File: src/rtl/core/cfp_pkg.sv
// Package for the command frame parser.
// Holds the payload structs, the controller/datapath interface structs and frame constants.
// No dependencies.
package cfp_pkg;

    localparam logic [7:0] HDR_BYTE  = 8'hAA;
    localparam logic [7:0] END_BYTE  = 8'h55;
    localparam logic [7:0] KIND_MOVE = 8'h01;
    localparam logic [7:0] KIND_MODE = 8'h02;
    localparam logic [2:0] LEN_MOVE  = 3'd6;
    localparam logic [2:0] LEN_MODE  = 3'd5;
    localparam int         WIN_DEPTH = 6;

    // Decision codes for the head of the window.
    localparam logic [1:0] ACT_WAIT    = 2'd0;
    localparam logic [1:0] ACT_DROP1   = 2'd1;
    localparam logic [1:0] ACT_CONSUME = 2'd2;

    localparam logic FRAME_KIND_MOVE = 1'b0;
    localparam logic FRAME_KIND_MODE = 1'b1;

    typedef struct packed {
        logic [7:0] rx_byte;
        logic       chunk_end;
    } t_cfp_in;

    typedef struct packed {
        logic              frame_kind;
        logic signed [23:0] turn_cmd;
        logic signed [23:0] speed_cmd;
        logic [7:0]        mode_req;
    } t_cfp_out;

    typedef struct packed {
        logic append;
        logic drop1;
        logic consume;
        logic accept_move;
        logic accept_mode;
        logic mul_turn;
        logic mul_speed;
        logic finish;
        logic load_out;
    } t_cfp_cmd;

    typedef struct packed {
        logic [1:0] act;
        logic       kind;
        logic       chk_ok;
    } t_cfp_stat;

endpackage

File: src/rtl/core/cfp_datapath.sv
// Datapath of the command frame parser: byte window, decision logic, held commands,
// scale register, shared multiplier and output payload register. Uses cfp_pkg.
module cfp_datapath
    import cfp_pkg::*;
(
    input  logic      i_clk,
    input  logic      i_rst_n,
    input  t_cfp_cmd  i_cmd,
    input  t_cfp_in   i_in_data,
    input  logic      i_cfg_we,
    input  logic [15:0] i_cfg_data,
    output t_cfp_stat o_stat,
    output t_cfp_out  o_out_data
);

    logic [7:0]  r_win [WIN_DEPTH];
    logic [2:0]  r_fill;
    logic        r_last;
    logic [15:0] r_scale;
    logic [23:0] r_held_turn;
    logic [23:0] r_held_speed;
    logic [7:0]  r_held_mode;
    logic        r_kind;
    logic [7:0]  r_op_turn;
    logic [7:0]  r_op_speed;
    t_cfp_out    r_out;

    logic [2:0]         flen;
    logic               type_ok;
    logic [7:0]         end_byte;
    logic [7:0]         mul_op;
    logic signed [24:0] prod;
    logic [2:0]         n_fill;

    always_comb begin
        type_ok = 1'b1;
        flen    = LEN_MOVE;
        if (r_win[1] == KIND_MOVE) begin
            flen = LEN_MOVE;
        end else if (r_win[1] == KIND_MODE) begin
            flen = LEN_MODE;
        end else begin
            type_ok = 1'b0;
        end
        end_byte = (flen == LEN_MOVE) ? r_win[5] : r_win[4];

        o_stat.kind = (flen == LEN_MODE) ? FRAME_KIND_MODE : FRAME_KIND_MOVE;
        if (flen == LEN_MOVE) begin
            o_stat.chk_ok = (r_win[4] == (KIND_MOVE ^ r_win[2] ^ r_win[3]));
        end else begin
            o_stat.chk_ok = (r_win[3] == (KIND_MODE ^ r_win[2]));
        end

        if (r_fill == 3'd0) begin
            o_stat.act = ACT_WAIT;
        end else if (r_win[0] != HDR_BYTE) begin
            o_stat.act = ACT_DROP1;
        end else if (r_fill < 3'd2) begin
            o_stat.act = ACT_WAIT;
        end else if (!type_ok) begin
            o_stat.act = ACT_DROP1;
        end else if (r_fill < flen) begin
            o_stat.act = ACT_WAIT;
        end else if (end_byte != END_BYTE) begin
            o_stat.act = ACT_DROP1;
        end else begin
            o_stat.act = ACT_CONSUME;
        end
    end

    assign n_fill = (flen >= r_fill) ? 3'd0 : r_fill - flen;
    assign mul_op = i_cmd.mul_turn ? r_op_turn : r_op_speed;
    assign prod   = $signed(mul_op) * $signed({1'b0, r_scale});

    always_ff @(posedge i_clk) begin
        if (!i_rst_n) begin
            for (int i = 0; i < WIN_DEPTH; i++) begin
                r_win[i] <= 8'h00;
            end
            r_fill       <= 3'd0;
            r_last       <= 1'b0;
            r_scale      <= 16'd1;
            r_held_turn  <= 24'd0;
            r_held_speed <= 24'd0;
            r_held_mode  <= 8'd0;
        end else begin
            if (i_cfg_we) begin
                r_scale <= i_cfg_data;
            end
            if (i_cmd.append) begin
                r_last <= i_in_data.chunk_end;
                if (r_fill >= 3'(WIN_DEPTH)) begin
                    // A full window never occurs; drop the oldest byte to stay in bounds.
                    for (int i = 0; i < WIN_DEPTH - 1; i++) begin
                        r_win[i] <= r_win[i + 1];
                    end
                    r_win[WIN_DEPTH - 1] <= i_in_data.rx_byte;
                end else begin
                    r_win[r_fill] <= i_in_data.rx_byte;
                    r_fill        <= r_fill + 3'd1;
                end
            end
            if (i_cmd.drop1) begin
                for (int i = 0; i < WIN_DEPTH - 1; i++) begin
                    r_win[i] <= r_win[i + 1];
                end
                r_fill <= r_fill - 3'd1;
            end
            if (i_cmd.consume) begin
                // Only a six-byte window can keep a byte behind a mode frame.
                if (flen == LEN_MODE) begin
                    r_win[0] <= r_win[5];
                end
                r_fill <= n_fill;
            end
            if (i_cmd.accept_mode) begin
                r_held_mode <= r_win[2];
            end
            if (i_cmd.mul_turn) begin
                r_held_turn <= prod[23:0];
            end
            if (i_cmd.mul_speed) begin
                r_held_speed <= prod[23:0];
            end
            if (i_cmd.finish && r_last) begin
                r_fill <= 3'd0;
            end
        end
    end

    always_ff @(posedge i_clk) begin
        if (i_cmd.accept_move) begin
            r_op_turn  <= r_win[2];
            r_op_speed <= r_win[3];
            r_kind     <= FRAME_KIND_MOVE;
        end
        if (i_cmd.accept_mode) begin
            r_kind <= FRAME_KIND_MODE;
        end
        if (i_cmd.load_out) begin
            r_out.frame_kind <= r_kind;
            r_out.turn_cmd   <= r_held_turn;
            r_out.speed_cmd  <= r_held_speed;
            r_out.mode_req   <= r_held_mode;
        end
    end

    assign o_out_data = r_out;

endmodule

File: src/rtl/core/cfp_ctrl.sv
// Controller of the command frame parser: sequences append, window scan, scaling and emit.
// Uses cfp_pkg; drives the datapath through t_cfp_cmd and reads t_cfp_stat.
module cfp_ctrl
    import cfp_pkg::*;
(
    input  logic      i_clk,
    input  logic      i_rst_n,
    input  logic      i_in_valid,
    output logic      o_in_ready,
    output logic      o_out_valid,
    input  logic      i_out_ready,
    input  t_cfp_stat i_stat,
    output t_cfp_cmd  o_cmd
);

    localparam logic [2:0] ST_IDLE  = 3'd0;
    localparam logic [2:0] ST_SCAN  = 3'd1;
    localparam logic [2:0] ST_MUL_T = 3'd2;
    localparam logic [2:0] ST_MUL_S = 3'd3;
    localparam logic [2:0] ST_EMIT  = 3'd4;

    logic [2:0] r_state, n_state;
    logic       r_got, n_got;
    logic       r_out_valid, n_out_valid;

    always_comb begin
        n_state     = r_state;
        n_got       = r_got;
        n_out_valid = r_out_valid;
        o_cmd       = '0;
        if (r_out_valid && i_out_ready) begin
            n_out_valid = 1'b0;
        end
        case (r_state)
            ST_IDLE: begin
                if (i_in_valid) begin
                    o_cmd.append = 1'b1;
                    n_state      = ST_SCAN;
                end
            end
            ST_SCAN: begin
                case (i_stat.act)
                    ACT_DROP1: begin
                        o_cmd.drop1 = 1'b1;
                    end
                    ACT_CONSUME: begin
                        o_cmd.consume = 1'b1;
                        // A second good frame from the same request would be ignored.
                        if (i_stat.chk_ok && !r_got) begin
                            n_got = 1'b1;
                            if (i_stat.kind == FRAME_KIND_MOVE) begin
                                o_cmd.accept_move = 1'b1;
                                n_state           = ST_MUL_T;
                            end else begin
                                o_cmd.accept_mode = 1'b1;
                            end
                        end
                    end
                    default: begin
                        o_cmd.finish = 1'b1;
                        n_state      = r_got ? ST_EMIT : ST_IDLE;
                    end
                endcase
            end
            ST_MUL_T: begin
                o_cmd.mul_turn = 1'b1;
                n_state        = ST_MUL_S;
            end
            ST_MUL_S: begin
                o_cmd.mul_speed = 1'b1;
                n_state         = ST_SCAN;
            end
            ST_EMIT: begin
                if (!r_out_valid || i_out_ready) begin
                    o_cmd.load_out = 1'b1;
                    n_out_valid    = 1'b1;
                    n_got          = 1'b0;
                    n_state        = ST_IDLE;
                end
            end
            default: begin
                n_state = ST_IDLE;
            end
        endcase
    end

    always_ff @(posedge i_clk) begin
        if (!i_rst_n) begin
            r_state     <= ST_IDLE;
            r_got       <= 1'b0;
            r_out_valid <= 1'b0;
        end else begin
            r_state     <= n_state;
            r_got       <= n_got;
            r_out_valid <= n_out_valid;
        end
    end

    assign o_in_ready  = (r_state == ST_IDLE);
    assign o_out_valid = r_out_valid;

endmodule

File: src/rtl/core/command_frame_parser.sv
// Top level of the command frame parser: joins the controller and the datapath.
// Depends on cfp_pkg, cfp_ctrl and cfp_datapath.
//
//  channel | direction | handshake                  | payload
//  --------+-----------+----------------------------+----------------------------
//  in      | input     | i_in_valid / o_in_ready    | i_in_data  (t_cfp_in)
//  out     | output    | o_out_valid / i_out_ready  | o_out_data (t_cfp_out)
//  cfg     | input     | i_cfg_valid / o_cfg_ready  | i_cfg_data (speed_scale)
//
// A byte request is appended, then resolved by scan steps (each a head drop or a frame
// consume, with the turn and speed steps of the shared scale multiplier after a move frame)
// and a final check with nothing left; an accepted frame then loads the output register.
// The next byte is taken once the previous one is resolved; a pending result stalls only
// the emit step. Reset is synchronous and sets speed_scale to 1 and clears the window.
// The configuration write is always ready.
module command_frame_parser
    import cfp_pkg::*;
(
    input  logic        i_clk,
    input  logic        i_rst_n,
    input  logic        i_in_valid,
    output logic        o_in_ready,
    input  t_cfp_in     i_in_data,
    output logic        o_out_valid,
    input  logic        i_out_ready,
    output t_cfp_out    o_out_data,
    input  logic        i_cfg_valid,
    output logic        o_cfg_ready,
    input  logic [15:0] i_cfg_data
);

    t_cfp_cmd  cmd;
    t_cfp_stat stat;

    assign o_cfg_ready = 1'b1;

    cfp_ctrl u_ctrl (
        .i_clk       (i_clk),
        .i_rst_n     (i_rst_n),
        .i_in_valid  (i_in_valid),
        .o_in_ready  (o_in_ready),
        .o_out_valid (o_out_valid),
        .i_out_ready (i_out_ready),
        .i_stat      (stat),
        .o_cmd       (cmd)
    );

    cfp_datapath u_datapath (
        .i_clk      (i_clk),
        .i_rst_n    (i_rst_n),
        .i_cmd      (cmd),
        .i_in_data  (i_in_data),
        .i_cfg_we   (i_cfg_valid),
        .i_cfg_data (i_cfg_data),
        .o_stat     (stat),
        .o_out_data (o_out_data)
    );

endmodule

File: config.mk
export PLATFORM = sky130hd
export DESIGN_NAME = command_frame_parser
export DESIGN_NICKNAME = d
export VERILOG_FILES = /design/src/rtl/core/cfp_pkg.sv /design/src/rtl/core/cfp_datapath.sv /design/src/rtl/core/cfp_ctrl.sv /design/src/rtl/core/command_frame_parser.sv
export SDC_FILE = /design/constraint.sdc
export NUM_CORES = 1
export LEC_CHECK = 0
export ABC_AREA = 1
export BUFFER_PORTS_ARGS = -buffer_cell sky130_fd_sc_hd__clkbuf_2
export CAP_MARGIN = 20
export CORE_MARGIN = 5
export CORE_UTILIZATION = 65
export CTS_CLUSTER_SIZE = 28
export DETAILED_ROUTE_END_ITERATION = 7
export PLACE_DENSITY = 0.83
export SLEW_MARGIN = 5
export SYNTH_ARGS = -nofsm -noshare
export SYNTH_HDL_FRONTEND = slang
export SYNTH_HIERARCHICAL = 1
export SYNTH_SLANG_ARGS = --single-unit
File: constraint.sdc
create_clock -name i_clk -period 9.2 [get_ports i_clk]
set_input_delay 0.46 -clock i_clk [delete_from_list [all_inputs] [get_ports i_clk]]
set_output_delay 0.46 -clock i_clk [all_outputs]
set_load 0.05 [all_outputs]
* After elaboration in Yosys (flattened, before gate mapping)
Memory sizes are Yosys's and may differ from the RTL's. Cells that the tools add are included.
Cells by class: add/subtract/negate cells 3, $mul 1, divide/modulo/power cells 0, magnitude comparators 4, equal/unequal tests 22, shift operators 0, multiplexer cells 77, bitwise gates (word level) 16, reduce and logical (&&, ||, !) cells 16
Operators with widths (number):
- two-way mux 8 bit | 15
- two-way mux 3 bit | 13
- two-way mux 1 bit | 37
- multiplier 8 x 17 -> 24 bit | 1
- == test 8 bit | 2
- two-way mux 2 bit | 8
- one-hot mux 3 bit (5 select lines) | 1
- OR 1 bit | 12
- == test 3 bit (second input constant) | 3
- == test 8 x 1 -> 1 bit (second input constant) | 1
- == test 8 x 2 -> 1 bit (second input constant) | 1
- inequality test 8 x 7 -> 1 bit (second input constant) | 1
- inequality test 8 bit (second input constant) | 1
- OR reduction 8 bit | 1
- XOR 8 bit | 1
- == test 3 x 2 -> 1 bit (second input constant) | 2
- zero test 3 bit | 2
- inequality test 2 bit (second input constant) | 3
- inequality test 3 bit (second input constant) | 2
- one-hot mux 3 bit (2 select lines) | 1
- AND reduction 5 bit | 1
- two-way mux 4 bit | 1
- inequality test 2 x 1 -> 1 bit (second input constant) | 2
- AND reduction 4 bit | 1
- other kinds (20) | 26
Word-level totals: register bits 155, bits in latches 0, bits in writable memories 48, ROM bits 0, output and inout port bits 60, memories 1
Memory list:
- u_datapath.r_win | depth 6, bits a word 8, rd ports 6, clocked after Yosys merged registers in 0, write ports 6, RTL line cfp_datapath.sv:16 | logic [7:0] r_win [WIN_DEPTH];

* Logic depth before layout (Yosys ltp)
An unclocked memory read counts as a cell.
word-level depth 22, gate-level depth with buffers 28, mapped depth without buffers 27

* By module
Netlist, hierarchy kept.
Modules (own cells, without submodules):
- cfp_datapath | times used 1, cells each 1422, area each 12306.8 µm², seq. area each 5175.0 µm²
- cfp_ctrl | times used 1, cells each 63, area each 389.1 µm², seq. area each 100.1 µm²
- command_frame_parser | times used 1, cells each 2, area each 11.3 µm², seq. area each 0.0 µm²

* Worst setup path after synthesis
No wires, ideal clock.
path kind reg2reg, start register u_ctrl.r_state[2], end register u_datapath.r_held_turn[21], library setup time 109 ps, data arrival time 4728 ps, data required time 9091 ps, slack 4363 ps, stages on the path, launching flop included 24, path buffers 1, cells stage by stage dfxtp_1 -> nor3_1 -> inv_1 -> or2_2 -> o21ai_0 -> clkbuf_1 -> nor2_1 -> fa_1 -> fa_1 -> fa_1 -> inv_1 -> fa_1 -> inv_1 -> ha_1 -> nand2_1 -> inv_1 -> a21oi_1 -> nand3_1 -> nand2_1 -> nand2_1 -> nand2_1 -> nand3_1 -> nand2_1 -> inv_1
RTL lines:
- from (decl) | RTL line cfp_ctrl.sv:22 | logic [2:0] r_state, n_state;
- from (signal assigned) | RTL line cfp_ctrl.sv:93 | r_state <= n_state;
- to (signal assigned) | RTL line cfp_datapath.sv:120 | r_held_turn <= prod[23:0];
- to (decl) | RTL line cfp_datapath.sv:20 | logic [23:0] r_held_turn;

==> parameters.txt <==
Parameter                              Value

Synthesis
  Top cell types by occurrence after synthesis ... 270 x inv_1, 260 x nor2_1, 251 x nand2_1
  Number of enable-type register cells in the synthesized netlist ... 121
  Yosys top cell area share ... 0.2859
  Ys flop type ... edfxtp_1
  Post-synthesis instance area ... 12,710 um^2
  Synth Register Bits ... 203
  Largest area contributor in the netlist ... edfxtp_1
  Leading post-synthesis cells by cell area ... edfxtp_1 29%, fa_1 14%, dfxtp_1 13%, inv_1 8.0%, nor2_1 7.7%
  Net count after synthesis ... 1,664
  Fraction of registers with async set/reset ... 0
  Post-Synthesis Cells ... 1,487
  Seq/Total Area, Yosys ... 0.4151
  Distinct cell type count after synthesis ... 37
  Most common cell in the netlist ... inv_1
  Synth Warn # ... 6
  Synthesized area divided by synthesized cell count ... 8.546 um^2

Routing
  Starting DRT DRC Count ... 760
  WL per Instance ... 16.42 um
  Wire length on met3 ... 2349 um
  Post-DR vias/cell ... 5.519
  Met1 Wirelength ... 11,370 um
  Wire length on met2 ... 15,510 um
  Drt first pass iters ... 6
  Count of unresolved DRC violations after routing ... 0
  Top sig layer ... met4
  Total via count after detailed routing ... 10,204
  Wire length after detailed routing ... 30,370 um
  Post-detailed-route count of antenna-violating nets ... 0

Finish
  Layout cells sized above 1 ... 0.1035
  Post-layout utilization of the core ... 0.7298
  Fill cell instance count of the final layout ... 1,435
  Final-stage net count ... 1,745
  Number of diodes ... 0
  Area of all sequential standard cells ... 5275 um^2
  Multi-input logic area ... 6223 um^2
  Design area ... 14,110 um^2
  Final standard cell count with taps included and fillers excluded ... 1,849
  Synth-to-Final Area Change ... 11.05%

Timing
  Headroom to the max-slew limit ... 0.3482
  Worst path setup slack after routing ... 3660 ps
  Worst-margin pin slew ... 971.2 ps
  Period minus WS final ... 5540 ps
  Fin crit share ... 0.6022
  Final Hold Fails ... 0
  Maximum clock frequency ... 180.5 MHz
  Final TNS setup ... 0 ps
  Setup violations, final ... 0
  Setup repair after global routing missed its margin ... false
  Final hold slack ... 165.1 ps
  Final worst clock skew ... 19.15 ps
  Final max-slew violation count ... 0

Worst setup path
  Origin of the critical flop-to-flop path ... u_ctrl/r_state[2]
  Capture instance of the worst register-to-register path ... u_datapath/r_held_turn[19]
  Number of buffer and inverter stages on the critical path ... 6
  CP cell instances ... nor3_2, inv_1, or2_2, o21ai_1, inv_1, nand2_1, fa_1, fa_1, inv_1, fa_1, inv_1, fa_1, inv_1, ha_1, nand2_1, nor2_1, nand2_1, nand3_1, nand2_1, nand3_1, nand3_1, nand2_1, inv_1
  Worst Reg-to-Reg Cells ... 23
  Maximum fanout along the worst path ... 18
  Most repeated library cell on the critical path ... inv_1
  Reg-to-reg setup timing slack ... 3660 ps
  Delay of the slowest cell on the worst path ... 530 ps
  Worst-path cell with the longest stage delay ... fa_1
  Crit path required time ... 9620 ps
  Sort of element at the start of the critical path ... flop
  Top Family by Delay on Critical Path ... adder cells
  WP data arrival ... 5960 ps
  Worst setup EP type ... flop
  Critical path start-end classification ... reg -> reg

GRT
  Total GRT Usage ... 0.2782
  Total global routing overflow ... 0
  Antenna violations before repair ... 0
  Maximum number of pins on one net before global-route repair ... 48
  Via count of the first global-routing pass ... 10,053
  Wire length of the first global-routing pass ... 49,510 um

Placement
  Placed cells ... 1,809
  Final HPWL from detailed placement ... 22,600 um
  Total placed instance area ... 13,400 um^2
  Setup Slack @ Placement ... 3678 ps
  Count of input and output buffers ... 88
  GP Congestion ... 0.9485

Clock network
  Clock sink count ... 203
  Skew-Pair Late Insertion Delay ... 510 ps
  Clock buffers created by TritonCTS ... 22
  TritonCTS clock tree ... built
  Root buffer selected by CTS ... clkbuf_16
  Total of cells resized after clock tree synthesis ... 0
  Max clock buf depth ... 3
  H-tree level count ... 1
  Setup bufs post-CTS ... 0
  Clock transition at the registers of the reported paths ... 60 ps
  Number of buffers inserted for hold repair after clock tree synthesis ... 0

Job
  MaxCap Viol Count ... 0

Min path
  Class of the tightest hold or removal check ... in -> reg
  Cell depth of the worst hold path ... 3
  Origin of the worst min-delay path ... i_in_data[0]
  Hold Path Sink ... u_datapath/r_last

Power
  Total chip power ... 3.203 mW
  Power density over cell area ... 227.0 nW/um^2
  Peak ir drop on the vdd network ... 0.1631 mV
  Static Leak ... 6.855 nW

Floorplan
  Core Rows ... 51
  Die W ... 149.8 um
  Die Y ... 149.8 um
  Full die area ... 22,450 um^2
  Floorplan core area ... 19,330 um^2
  I/O pin total ... 90
  Starting density of the core ... 0.6572

Run status
  Outcome ... completed
==> sequential cells by signal, summed over array words and instances, names as in the netlist <==
register	count
u_ctrl/o_out_valid	1
u_ctrl/r_got	1
u_ctrl/r_state	3
u_datapath/o_out_data	57
u_datapath/r_fill	3
u_datapath/r_held_mode	8
u_datapath/r_held_speed	24
u_datapath/r_held_turn	24
u_datapath/r_kind	1
u_datapath/r_last	1
u_datapath/r_op_speed	8
u_datapath/r_op_turn	8
u_datapath/r_scale	16
u_datapath/r_win	48
==> worst max path at each step <==
stage | cells past startpoint | from | end | slack [ps]
after floorplan | 23 | u_ctrl/r_state[2] | u_datapath/r_held_turn[21] | 4360
after global placement | 26 | u_ctrl/r_state[2] | u_datapath/r_held_turn[22] | 3840
after detailed placement | 26 | u_ctrl/r_state[2] | u_datapath/r_held_turn[18] | 3680
after CTS | 23 | u_ctrl/r_state[2] | u_datapath/r_held_turn[19] | 3680
after global routing | 26 | u_ctrl/r_state[2] | u_datapath/r_held_turn[18] | 3250
final | 23 | u_ctrl/r_state[2] | u_datapath/r_held_turn[19] | 3660
==> cell type report <==
cell class,instances,area share
sequential,203,0.3738
tap,265,0.02350
clock buffer,30,0.04336
inverter,278,0.07395
clock inverter,10,0.007271
timing repair buffer,99,0.03706
multi-input combinational,964,0.4410
==> logic make-up (layout without fill, tap and decap cells) <==
| group | Yosys count | after routing | share of synthesized area |
|---|---|---|---|
| flops | 203 | 203 | 0.4151 |
| xor+xnor | 24 | 24 | 0.01654 |
| compound gates | 142 | 142 | 0.05760 |
| other cells | 1 | 1 | 0.0002951 |
| buf+inv | 320 | 417 | 0.09649 |
| fa+ha+maj | 147 | 147 | 0.1961 |
| simple gates | 650 | 650 | 0.2178 |
==> where the power goes <==
part | leakage (nW) | internal, mW | switching (mW)
combinational | 4.66 | 0.328 | 0.792
sequential | 1.85 | 1.13 | 0.0927
clock | 0.350 | 0.502 | 0.363
total | 6.86 | 1.96 | 1.25
==> cells in the final DEF, fill, tap and decap left out, types with 4 or more instances in the layout <==
cell type  count
o21ai_1       15
nand3_2        5
dfxtp_1       82
o21ai_0       75
buf_4         11
clkbuf_2      88
ha_1          60
nand2_1      251
clkinv_1       4
nor2_1       259
fa_1          87
edfxtp_1     121
clkbuf_16     23
nand3b_1       8
xnor2_1       10
or2_2          9
nand4_1       43
nor3_2         4
nor4_1         4
o22ai_1        4
a21oi_1       41
nand3_1       51
clkbuf_1       6
inv_2          5
nor3_1         8
xor2_1        14
inv_1        270
==> layer usage <==
| layer | track usage | up-vias |
|---|---|---|
| li1 | - | 4854 |
| met1 | 0.3420 | 4792 |
| met2 | 0.4943 | 467 |
| met3 | 0.04603 | 91 |
| met4 | 0.1029 | 0 |
| met5 | 0 | - |
==> tightest hold or removal path: cells and delay by family <==
kind / cells / cell delay [ps]
buf+inv: 2 / 120
compound gates: 1 / 50
Note: power is estimated with default switching activity, not from simulation.
